File: config.mk
export PLATFORM = sky130hd
export DESIGN_NAME = date_day_count_converter_top
export DESIGN_NICKNAME = d
export VERILOG_FILES = /design/src/rtl/ddc_pkg.sv /design/src/rtl/ddc_ctrl.sv /design/src/rtl/ddc_dp.sv /design/src/rtl/date_day_count_converter_top.sv
export VERILOG_INCLUDE_DIRS = /design/src /design/src/rtl
export SDC_FILE = /design/constraint.sdc
export NUM_CORES = 1
export LEC_CHECK = 0
export BUFFER_PORTS_ARGS = -buffer_cell sky130_fd_sc_hd__clkbuf_2
export CORE_UTILIZATION = 45
export DETAILED_ROUTE_END_ITERATION = 12
export PLACE_DENSITY = 0.69
export SYNTH_ARGS = -nofsm -noshare
export SYNTH_HDL_FRONTEND = slang
export SYNTH_SLANG_ARGS = --single-unit
File: constraint.sdc
create_clock -name clk -period 23 [get_ports clk]
set_clock_uncertainty 0.05 [all_clocks]
set_input_delay 4.6 -clock clk [delete_from_list [all_inputs] [get_ports clk]]
set_output_delay 4.6 -clock clk [all_outputs]
set_load 0.02 [all_outputs]
File: src/rtl/date_day_count_converter_top_defines.svh
// ---------------------------------------------------------------------------
// date day count converter assertion macros
// shared concurrent assertion forms, clocked on clk, disabled in reset
// ---------------------------------------------------------------------------
`ifndef DATE_DAY_COUNT_CONVERTER_TOP_DEFINES_SVH
`define DATE_DAY_COUNT_CONVERTER_TOP_DEFINES_SVH

// property that holds at every edge
`define DDC_ASSERT(lbl, prop, msg) \
  lbl: assert property (@(posedge clk) disable iff (rst) (prop)) else $error(msg);

// same-cycle implication
`define DDC_ASSERT_IMPL(lbl, ante, cons, msg) \
  lbl: assert property (@(posedge clk) disable iff (rst) (ante) |-> (cons)) \
    else $error(msg);

// next-cycle implication
`define DDC_ASSERT_NEXT(lbl, ante, cons, msg) \
  lbl: assert property (@(posedge clk) disable iff (rst) (ante) |=> (cons)) \
    else $error(msg);

`endif

File: src/rtl/ddc_pkg.sv
// ---------------------------------------------------------------------------
// ddc_pkg
// shared types, calendar constants and table functions
// ---------------------------------------------------------------------------
`default_nettype none

package ddc_pkg;

  localparam logic [11:0] FIRST_YEAR      = 12'd1980;
  localparam logic [11:0] LAST_YEAR       = 12'd2099;
  localparam logic [6:0]  LAST_YEAR_OFS   = 7'd119;
  localparam logic [15:0] MAX_COUNT       = 16'd43830;
  localparam logic [15:0] DAYS_YEAR       = 16'd365;
  localparam logic [15:0] DAYS_LEAP_YEAR  = 16'd366;
  localparam logic [3:0]  MONTHS_PER_YEAR = 4'd12;
  localparam logic [2:0]  EPOCH_WEEKDAY   = 3'd2;
  localparam logic [1:0]  LEAP_MASK       = 2'b11;

  typedef enum logic [2:0] {
    ST_IDLE,
    ST_EVAL,
    ST_YEAR,
    ST_MONTH,
    ST_FINISH,
    ST_OUTPUT
  } ddc_state_t;

  typedef struct packed {
    logic load;
    logic eval;
    logic year_step;
    logic month_step;
    logic finish;
    logic push;
  } ddc_cmd_t;

  typedef struct packed {
    logic dec_go;
    logic year_more;
    logic month_more;
    logic out_free;
  } ddc_sts_t;

  // days before the first of month idx+1
  function automatic logic [8:0] cum_days(input logic leap, input logic [3:0] idx);
    logic [8:0] d;
    case (idx)
      4'd0:    d = 9'd0;
      4'd1:    d = 9'd31;
      4'd2:    d = 9'd59;
      4'd3:    d = 9'd90;
      4'd4:    d = 9'd120;
      4'd5:    d = 9'd151;
      4'd6:    d = 9'd181;
      4'd7:    d = 9'd212;
      4'd8:    d = 9'd243;
      4'd9:    d = 9'd273;
      4'd10:   d = 9'd304;
      4'd11:   d = 9'd334;
      4'd12:   d = 9'd365;
      default: d = 9'd0;
    endcase
    if (leap && (idx >= 4'd2) && (idx <= 4'd12)) begin
      d = d + 9'd1;
    end
    return d;
  endfunction

  // month length, zero for codes that are no month
  function automatic logic [4:0] month_len(input logic [3:0] m, input logic leap);
    logic [4:0] l;
    case (m)
      4'd1, 4'd3, 4'd5, 4'd7, 4'd8, 4'd10, 4'd12: l = 5'd31;
      4'd4, 4'd6, 4'd9, 4'd11:                    l = 5'd30;
      4'd2:                                       l = leap ? 5'd29 : 5'd28;
      default:                                    l = 5'd0;
    endcase
    return l;
  endfunction

  // x mod 7 for a 6-bit value, using 8 = 1 mod 7
  function automatic logic [2:0] mod7(input logic [5:0] x);
    logic [3:0] s;
    s = {1'b0, x[5:3]} + {1'b0, x[2:0]};
    if (s >= 4'd7) begin
      s = s - 4'd7;
    end
    if (s >= 4'd7) begin
      s = s - 4'd7;
    end
    return s[2:0];
  endfunction

endpackage

`default_nettype wire

File: src/rtl/ddc_ctrl.sv
// ---------------------------------------------------------------------------
// ddc_ctrl
// sequencer: accept, evaluate, year walk, month walk, finish, output
// ---------------------------------------------------------------------------
`default_nettype none
`include "date_day_count_converter_top_defines.svh"

module ddc_ctrl
  import ddc_pkg::*;
(
  input  wire      clk,
  input  wire      rst,
  input  wire      s_tvalid,
  output logic     s_tready,
  input  ddc_sts_t sts,
  output ddc_cmd_t cmd
);

  ddc_state_t state, state_next;

  always_ff @(posedge clk) begin
    if (rst) begin
      state <= ST_IDLE;
    end else begin
      state <= state_next;
    end
  end

  always_comb begin
    state_next = state;
    unique case (state)
      ST_IDLE: begin
        if (s_tvalid) state_next = ST_EVAL;
      end
      ST_EVAL: begin
        state_next = sts.dec_go ? ST_YEAR : ST_OUTPUT;
      end
      ST_YEAR: begin
        if (!sts.year_more) state_next = ST_MONTH;
      end
      ST_MONTH: begin
        if (!sts.month_more) state_next = ST_FINISH;
      end
      ST_FINISH: begin
        state_next = ST_OUTPUT;
      end
      ST_OUTPUT: begin
        if (sts.out_free) state_next = ST_IDLE;
      end
      default: begin
        state_next = ST_IDLE;
      end
    endcase
  end

  always_comb begin
    s_tready = 1'b0;
    cmd      = '0;
    unique case (state)
      ST_IDLE: begin
        s_tready = 1'b1;
        cmd.load = s_tvalid;
      end
      ST_EVAL: begin
        cmd.eval = 1'b1;
      end
      ST_YEAR: begin
        cmd.year_step = sts.year_more;
      end
      ST_MONTH: begin
        cmd.month_step = sts.month_more;
      end
      ST_FINISH: begin
        cmd.finish = 1'b1;
      end
      ST_OUTPUT: begin
        cmd.push = sts.out_free;
      end
      default: begin
        s_tready = 1'b0;
      end
    endcase
  end

  `DDC_ASSERT(a_cmd_onehot0, $onehot0(cmd), "more than one datapath command at once")
  `DDC_ASSERT_NEXT(a_accept_to_eval, s_tvalid && s_tready, state == ST_EVAL,
                   "accepted transfer not followed by evaluation")
  `DDC_ASSERT_NEXT(a_output_holds, (state == ST_OUTPUT) && !sts.out_free,
                   state == ST_OUTPUT, "result left before output register was free")

endmodule

`default_nettype wire

File: src/rtl/ddc_dp.sv
// ---------------------------------------------------------------------------
// ddc_dp
// input latch, encode arithmetic, year/month walk registers, output register
// ---------------------------------------------------------------------------
`default_nettype none
`include "date_day_count_converter_top_defines.svh"

module ddc_dp
  import ddc_pkg::*;
(
  input  wire         clk,
  input  wire         rst,
  input  ddc_cmd_t    cmd,
  output ddc_sts_t    sts,
  input  wire  [47:0] s_tdata,
  input  wire  [0:0]  s_tuser,
  output logic        m_tvalid,
  input  wire         m_tready,
  output logic [39:0] m_tdata,
  output logic [0:0]  m_tuser
);

  logic        in_op;
  logic [11:0] in_year;
  logic [7:0]  in_month;
  logic [7:0]  in_day;
  logic [15:0] in_count;

  logic [15:0] rem_days;
  logic [6:0]  yoff;
  logic [3:0]  mon;
  logic [2:0]  wday;

  logic        res_status;
  logic [15:0] res_count;
  logic [11:0] res_year;
  logic [3:0]  res_month;
  logic [4:0]  res_day;
  logic [2:0]  res_wday;

  // walk
  logic        year_leap;
  logic [15:0] year_len;
  logic [4:0]  cur_mlen;
  logic [15:0] fin_day_full;
  logic [4:0]  fin_day;
  logic [2:0]  fin_wday;
  logic [2:0]  year_wday_next;
  logic [2:0]  month_wday_next;

  // encode
  logic [11:0] enc_ys_full;
  logic [6:0]  enc_ys;
  logic        enc_leap;
  logic [3:0]  enc_mon;
  logic [4:0]  enc_len;
  logic        enc_valid;
  logic [15:0] enc_mult;
  logic [7:0]  enc_ld_sum;
  logic [15:0] enc_count;
  logic        dec_ok;

  assign year_leap = (yoff[1:0] & LEAP_MASK) == 2'b00;
  assign year_len  = year_leap ? DAYS_LEAP_YEAR : DAYS_YEAR;
  assign cur_mlen  = month_len(mon, year_leap);

  assign fin_day_full    = rem_days - {7'd0, cum_days(year_leap, mon - 4'd1)};
  assign fin_day         = fin_day_full[4:0];
  assign fin_wday        = mod7({3'd0, wday} + {1'b0, fin_day} - 6'd1);
  assign year_wday_next  = mod7({3'd0, wday} + (year_leap ? 6'd2 : 6'd1));
  assign month_wday_next = mod7({3'd0, wday} + {1'b0, cur_mlen});

  assign enc_ys_full = in_year - FIRST_YEAR;
  assign enc_ys      = enc_ys_full[6:0];
  assign enc_leap    = (in_year[1:0] & LEAP_MASK) == 2'b00;
  assign enc_mon     = in_month[3:0];
  assign enc_len     = month_len(enc_mon, enc_leap);
  assign enc_valid   = (in_year >= FIRST_YEAR) && (in_year <= LAST_YEAR) &&
                       (in_month >= 8'd1) && (in_month <= {4'd0, MONTHS_PER_YEAR}) &&
                       (in_day != 8'd0) && (in_day <= {3'd0, enc_len});
  assign enc_mult    = {9'd0, enc_ys} * DAYS_YEAR;
  // leap days passed before the year: (ys + 3) / 4
  assign enc_ld_sum  = {1'b0, enc_ys} + 8'd3;
  assign enc_count   = {8'd0, in_day} + {7'd0, cum_days(enc_leap, enc_mon - 4'd1)} +
                       enc_mult + {10'd0, enc_ld_sum[7:2]};

  assign dec_ok = in_op && (in_count != 16'd0) && (in_count <= MAX_COUNT);

  always_comb begin
    sts.dec_go     = dec_ok;
    sts.year_more  = rem_days > year_len;
    sts.month_more = (mon < MONTHS_PER_YEAR) &&
                     ({7'd0, cum_days(year_leap, mon)} < rem_days);
    sts.out_free   = !m_tvalid || m_tready;
  end

  always_ff @(posedge clk) begin
    if (rst) begin
      m_tvalid <= 1'b0;
    end else if (cmd.push) begin
      m_tvalid <= 1'b1;
    end else if (m_tready) begin
      m_tvalid <= 1'b0;
    end
  end

  always_ff @(posedge clk) begin
    if (cmd.load) begin
      in_op    <= s_tuser[0];
      in_year  <= s_tdata[11:0];
      in_month <= s_tdata[19:12];
      in_day   <= s_tdata[27:20];
      in_count <= s_tdata[43:28];
    end
    if (cmd.eval) begin
      res_status <= in_op ? !dec_ok : !enc_valid;
      res_count  <= (!in_op && enc_valid) ? enc_count : 16'd0;
      res_year   <= 12'd0;
      res_month  <= 4'd0;
      res_day    <= 5'd0;
      res_wday   <= 3'd0;
      rem_days   <= in_count;
      yoff       <= 7'd0;
      mon        <= 4'd1;
      wday       <= EPOCH_WEEKDAY;
    end
    if (cmd.year_step) begin
      rem_days <= rem_days - year_len;
      yoff     <= yoff + 7'd1;
      wday     <= year_wday_next;
    end
    if (cmd.month_step) begin
      mon  <= mon + 4'd1;
      wday <= month_wday_next;
    end
    if (cmd.finish) begin
      res_year  <= FIRST_YEAR + {5'd0, yoff};
      res_month <= mon;
      res_day   <= fin_day;
      res_wday  <= fin_wday;
    end
    if (cmd.push) begin
      m_tdata <= {res_wday, res_day, res_month, res_year, res_count};
      m_tuser <= res_status;
    end
  end

  `DDC_ASSERT_IMPL(a_year_in_span, cmd.year_step, yoff < LAST_YEAR_OFS,
                   "year walk passed the last year")
  `DDC_ASSERT_IMPL(a_finish_day_ok, cmd.finish,
                   (mon >= 4'd1) && (mon <= MONTHS_PER_YEAR) && (fin_day != 5'd0) &&
                   (fin_day <= cur_mlen), "decoded day outside its month")
  `DDC_ASSERT_IMPL(a_error_clears, cmd.push && res_status,
                   (res_count == 16'd0) && (res_year == 12'd0) && (res_month == 4'd0) &&
                   (res_day == 5'd0) && (res_wday == 3'd0),
                   "error result carries nonzero fields")

endmodule

`default_nettype wire

File: src/rtl/date_day_count_converter_top.sv
// ---------------------------------------------------------------------------
// date_day_count_converter_top
// calendar date <-> day count converter, 1980-01-01 is day 1
// ---------------------------------------------------------------------------
// Each transfer on the slave side gives one result transfer on the master
// side. Encode (operation 0) checks year 1980..2099, month 1..12 and the day
// against the month length and returns the day count. Decode (operation 1)
// walks one year per cycle, then one month per cycle, and then sets the
// day of the month and the weekday. An invalid date or a count of 0 or
// past 43830 gives status 1 with all data zero. The result sits in an
// output register, so a new item is accepted while the previous result
// still waits on m_tready.
// ---------------------------------------------------------------------------
`default_nettype none

module date_day_count_converter_top
  import ddc_pkg::*;
(
  input  wire         clk,
  input  wire         rst,
  // slave side
  input  wire         s_tvalid,
  output logic        s_tready,
  // year[11:0], month[19:12], day_of_month[27:20], day_count[43:28], zero[47:44]
  input  wire  [47:0] s_tdata,
  // operation[0]
  input  wire  [0:0]  s_tuser,
  // master side
  output logic        m_tvalid,
  input  wire         m_tready,
  // day_count_out[15:0], year_out[27:16], month_out[31:28], day_out[36:32],
  // weekday_out[39:37]
  output logic [39:0] m_tdata,
  // status[0]
  output logic [0:0]  m_tuser
);

  // command and status between sequencer and datapath
  ddc_cmd_t cmd;
  ddc_sts_t sts;

  // sequencer: owns s_tready and the order of the walk steps
  ddc_ctrl u_ctrl (
    .clk      (clk),
    .rst      (rst),
    .s_tvalid (s_tvalid),
    .s_tready (s_tready),
    .sts      (sts),
    .cmd      (cmd)
  );

  // datapath: input latch, arithmetic and the master-side output register
  ddc_dp u_dp (
    .clk      (clk),
    .rst      (rst),
    .cmd      (cmd),
    .sts      (sts),
    .s_tdata  (s_tdata),
    .s_tuser  (s_tuser),
    .m_tvalid (m_tvalid),
    .m_tready (m_tready),
    .m_tdata  (m_tdata),
    .m_tuser  (m_tuser)
  );

endmodule

`default_nettype wire
After elaboration in Yosys (flattened, before gate mapping)
Memories as Yosys holds them, arrays and structs flattened. A register that Yosys moved wholly into a read port is not among the register bits. Index checks and enable logic that the tools add are counted. W data, S select, Z words.

Output and inout port bits: 43. Bits in writable memories: 0. Bits of input ports: 53. ROM bits: 432. Bits in latches: 0. Memories: 3. Logic and storage cells: 189. Register bits: 161.

Memories: (name not given) (words 16, width 9, rd ports 1, clocked after Yosys merged registers in 1, write ports 0, RTL line ddc_pkg.sv:47) `case (idx)`; (name not given) (words 16, width 9, rd ports 1, clocked after Yosys merged registers in 0, write ports 0, RTL line ddc_pkg.sv:47); (name not given) (words 16, width 9, rd ports 1, clocked after Yosys merged registers in 0, write ports 0, RTL line ddc_pkg.sv:47).

Equality and inequality tests: 33. Order comparisons: 21. Reductions and logical operators: 35. Bitwise gates (word level): 0. Divide/modulo/power cells: 0. Muxes and demuxes: 49. Add/sub/neg operators: 28. Shift operators: 0. $mul: 1.

Operators with widths (number): $eq A4 B4 Y1 const B (10); $mux W3 (13); $eq A4 B3 Y1 const B (8); $mux W16 (2); $mux W4 (8); $pmux W5 S3 (2); $ge A4 B3 Y1 const B (6); $mux W12 (2); $add A9 B1 Y9 const B (2); $mux W9 (2); $pmux W3 S6 (1); $add A16 B16 Y16 (1); $add A16 B6 Y16 (1); $eq A4 B2 Y1 const B (4); $gt A16 B9 Y1 (1); $le A16 B16 Y1 const B (1); $lt A9 B16 Y1 (1); $mul A7 B9 Y16 const B (1); $reduce_bool A16 Y1 (1); $sub A16 B9 Y16 (1); $logic_and A1 B1 Y1 (15); $mux W5 (3); $mux W7 (2); $reduce_or A7 Y1 (2); 40 further kinds (77).

Logic depth before layout (Yosys ltp)
Depth in word-level cells: 14. Depth in mapped cells: 35. Gate-level depth less buffers: 34.

Modules after synthesis
From an unflattened synthesis, not the netlist that was laid out.

Cell total of the unflattened synthesis: 1075. Area, all modules: 11770.0 um^2.

By module, submodules not included: ddc_dp (times used 1, area each 11508.5 um^2, sequential area each 4914.7 um^2, cells each 1040); ddc_ctrl (times used 1, area each 261.5 um^2, sequential area each 60.1 um^2, cells each 35).

Least setup slack after synthesis
Ideal clock, no wire load.

Kind: register -> register. Start: register u_dp.in_month[1]. End: register u_dp.res_count[15] (data pin). Library setup time: 0.149 ns. Buffers on the path: 3. Slack: 15.434 ns. Arrival: 7.367 ns. Cell stages (with the launch flop): 33. Data required time: 22.801 ns. Clock period less this slack: 7.566 ns. Cell sequence: edfxtp_1 clkbuf_1 inv_1 ha_1 clkbuf_1 clkinv_1 o21ai_0 a22oi_1 o21ai_0 ha_1 inv_1 or3b_1 clkbuf_1 xor2_1 a31oi_1 o221ai_1 ha_1 a21oi_1 xnor2_1 fa_1 fa_1 fa_1 fa_1 inv_1 ha_1 nor2b_1 o21ai_0 a21boi_0 o21ai_0 a211oi_1 o211a_1 or3_1 a21oi_1.

Cells in the longest elaborated chain, start to end: 8. Elaborated cells on any way between the ends: 34. Those cells by class: add/sub: 5; order compare: 5; eq/ne: 12; mux: 2; reduce/logical: 9; memory: 1.

RTL lines: from (decl) (RTL line ddc_dp.sv:25) `logic [7:0] in_month;`; from (signal assigned) (RTL line ddc_dp.sv:111) `in_month <= s_tdata[19:12];`; branches (longest 8 deep; another with $add A16 B16 Y16); to (signal assigned) (RTL line ddc_dp.sv:117) `res_count <= (!in_op && enc_valid) ? enc_count : 16'd0;`; to (decl) (RTL line ddc_dp.sv:35) `logic [15:0] res_count;`.

Several ways; the timed one is not identified. A chain may end at the register's enable or synchronous reset.

Worst setup path in the final report
Start: register u_dp.in_month[0]. End: register u_dp.res_count[15] (data pin).

The elaborated chain is that of the path after synthesis.

==> results.sh <==
export IMPL_io_pins=96
export IMPL_critical_path_peak_fanout=12
export IMPL_detailed_route_vias_per_instance=5.262
export IMPL_grt_pass1_wl_um=36880
export IMPL_layout_cells_non_filler=1518
export IMPL_postRouteWirelength_um=22290
export IMPL_timing_final_max_slew_violations=0
export IMPL_postSynth_asyncResetShare_pct=0
export IMPL_rr_worst_depth=29
export IMPL_worst_setup_path_startpoint="u_dp.in_month[0]"
export IMPL_vias_in_the_first_global_route=7776
export IMPL_post_synth_top_area_fraction_pct=40.78
export IMPL_multi_input_comb_area_um2=5957
export IMPL_synthesis_nets=1305
export IMPL_yosys_register_bits=170
export IMPL_hold_path_depth=0
export IMPL_yosysWarnings=0
export IMPL_synthDistinctLibCells=75
export IMPL_synthXorXnorAreaFrac_pct=6.742
export IMPL_design_die_area_um2=26340
export IMPL_post_cts_resized=0
export IMPL_chipHeight_um=162.3
export IMPL_detail_route_wl_per_cell_um=14.68
export IMPL_cts_hold_buffers=0
export IMPL_synth_compound_area_share_pct=11.76
export IMPL_place_ws_ns=14.43
export IMPL_timing_critical_path_slowest_stage_cell="edfxtp_1"
export IMPL_htreeDepth=4
export IMPL_tritoncts="done"
export IMPL_final_setup_tns_ns=0
export IMPL_clkSlewWorstSetupHoldPaths_ns=0.07
export IMPL_n_antenna_cell=0
export IMPL_finalHoldViolCount=0
export IMPL_path_buf_inv=3
export IMPL_cts_sinks=170
export IMPL_synth_mux_area_share_pct=1.385
export IMPL_floorplan_core_area_um2=25180
export IMPL_slew_headroom_pct=21.07
export IMPL_place_port_buffers=91
export IMPL_clock_tree_root_cell="clkbuf_16"
export IMPL_final_period_utilization_pct=37.46
export IMPL_drt_drc_violations_left=0
export IMPL_required_ns=23.22
export IMPL_rsz0062_at_grt="no"
export IMPL_synth_area_leader_cell="edfxtp_1"
export IMPL_worstSkewPairLatency_ns=0.44
export IMPL_ys_top_cells_by_area="edfxtp_1 (41%), ha_1 (13%), fa_1 (6.8%)"
export IMPL_seqCellArea_um2=4975
export IMPL_yosys_area_share_simple_pct=11.62
export IMPL_critical_path_max_stage_delay_ns=0.58
export IMPL_period_minus_slack_ns=8.615
export IMPL_path_delay_family="adder cells"
export IMPL_initial_utilization_pct=45.91
export IMPL_number_of_antenna_violations_at_the_first_check_in_global_routing=0
export IMPL_synth_edff_count=157
export IMPL_syn_avg_cell_area_um2=10.59
export IMPL_synthesis_to_layout_area_growth_pct=11.97
export IMPL_setup_worst_path_class="flop to flop"
export IMPL_crit_path_start_kind="flop"
export IMPL_placement_rows=58
export IMPL_worst_pin_slew_ns=1.181
export IMPL_dominant_combinational_cell_family_by_area_after_synthesis="adder cells"
export IMPL_fin_nets=1388
export IMPL_num_fill_cells=2225
export IMPL_fin_ws_ns=14.38
export IMPL_achievable_frequency_mhz=116.1
export IMPL_ant_nets=0
export IMPL_dr_vias=7988
export IMPL_track_usage_pct=17.75
export IMPL_timing_hold_worst_class="flop to flop"
export IMPL_reg2reg_from="u_dp.in_month[0]"
export IMPL_buffer_depth_of_the_longest_clock_path=2
export IMPL_grt_max_degree=46
export IMPL_syn_instance_count=1092
export IMPL_most_instantiated_library_cell_after_synthesis="edfxtp_1"
export IMPL_cts_repair_timing_setup_buffer_count=0
export IMPL_synth_seq_area_share_pct=43.03
export IMPL_hpwl_um=17240
export IMPL_worst_endpoint_arrival_ns=8.83
export IMPL_synth_top_cells_by_count="edfxtp_1 (157), inv_1 (135), ha_1 (121), nor2_1 (98), nand2_1 (74)"
export IMPL_drive_gt1_share_pct=12.29
export IMPL_max_cap_viol_count=0
export IMPL_outcome="finished clean"
export IMPL_syn_cell_area_um2=11560
export IMPL_gpl_final_weighted_congestion=0.8762
export IMPL_first_iter_violations=436
export IMPL_finalSetupViolCount=0
export IMPL_numPlacedInstances=1486
export IMPL_ys_dominant_reg_cell="edfxtp_1"
export IMPL_startpoint_of_the_most_critical_hold_path="u_dp.res_count[0]"
export IMPL_die_w_um=162.3
export IMPL_share_of_synthesized_cell_area_in_full_adder_half_adder_and_majority_cells_pct=19.94
export IMPL_whs_ns=0.3679
export IMPL_critical_path_endpoint_type="flop"
export IMPL_cts_inserted_buffers=17
export IMPL_cp_num_cells=29
export IMPL_detailedRoute_firstPassIterationCount=6
export IMPL_grt_remaining_overflow=0
==> flip-flops by register name (all words and copies together) (netlist names), named ones only <==
register and count:
u_ctrl.state 3, u_dp.in_count 16, u_dp.in_day 8, u_dp.in_month 8
u_dp.in_op 1, u_dp.in_year 12, u_dp.m_tdata 40, u_dp.m_tuser 1
u_dp.m_tvalid 1, u_dp.mon 4, u_dp.rem_days 16, u_dp.res_count 16
u_dp.res_day 5, u_dp.res_month 4, u_dp.res_status 1, u_dp.res_wday 3
u_dp.res_year 12, u_dp.wday 3, u_dp.yoff 7
==> metrics by stage <==
| stage | utilization [%] | cell area [um^2] |
|---|---|---|
| floorplan | - | 11560 |
| global placement | 48.93 | 12320 |
| detailed placement | 48.93 | 12320 |
| CTS | 51.41 | 12940 |
| global route | 51.41 | 12940 |
| finish | 51.41 | 12940 |
==> placed cells by master, fill, tap and decap left out, types with 7 or more instances in the layout <==
cell       count
o22ai_1        9
nand4_1        8
nand3_1       23
xnor2_1       53
mux2i_1        7
nand2b_1       8
mux2_2         8
nor2_1        98
o21ai_0       52
dfxtp_1       13
nor2b_1       10
a21o_1        17
xor2_1        36
clkbuf_2      91
a31oi_1       11
nor3_1        18
inv_1        135
clkbuf_16     17
fa_1          39
a21oi_1       52
edfxtp_1     157
ha_1         121
nor4_1        14
nand2_1       74
==> logic make-up after synthesis <==
| logic type | count (synthesis) |
|---|---|
| XOR/XNOR | 89 |
| buffers and inverters | 165 |
| AO/OA/AOI/OAI | 208 |
| multiplexers | 15 |
| adder cells (fa/ha/maj) | 161 |
| flip-flops | 170 |
| AND/OR/NAND/NOR | 284 |
==> worst reg2reg max path: cells and delay by family (launching register included) <==
kind	cells	cell delay, ns
compound gates	13	2.74
simple gates	2	0.49
xor+xnor	2	0.64
flops	1	0.58
mux	1	0.29
buf+inv	3	0.38
fa+ha+maj	8	3.30
==> cell type report <==
cell class / count / area share, %
clock buffers: 17 / 3.286
well taps: 330 / 3.190
flip-flops and latches: 170 / 38.43
inverters: 137 / 3.973
repair buffers: 92 / 3.576
clock inverters: 15 / 1.527
multi-input cells: 757 / 46.02
==> per-layer routing <==
| metal | vias to the layer above | part of all wire [%] | GRT usage [%] |
|---|---|---|---|
| met3 | 25 | 5.4 | 3.345 |
| met5 | - | 0 | 0 |
| met4 | 0 | 1.4 | 5.360 |
| li1 | 4021 | - | - |
| met2 | 193 | 47 | 29.35 |
| met1 | 3749 | 47 | 23.56 |
==> final timing paths <==
path,end,slack (ns)
setup / recovery,u_dp.res_count[15],14.38
hold / removal,u_dp.m_tdata[0],0.37
setup reg to reg,u_dp.res_count[15],14.38
hold reg to reg,u_dp.m_tdata[0],0.37
Power is not shown: default switching activity piles up to over one toggle a cycle in this logic, so the estimate is an artifact.
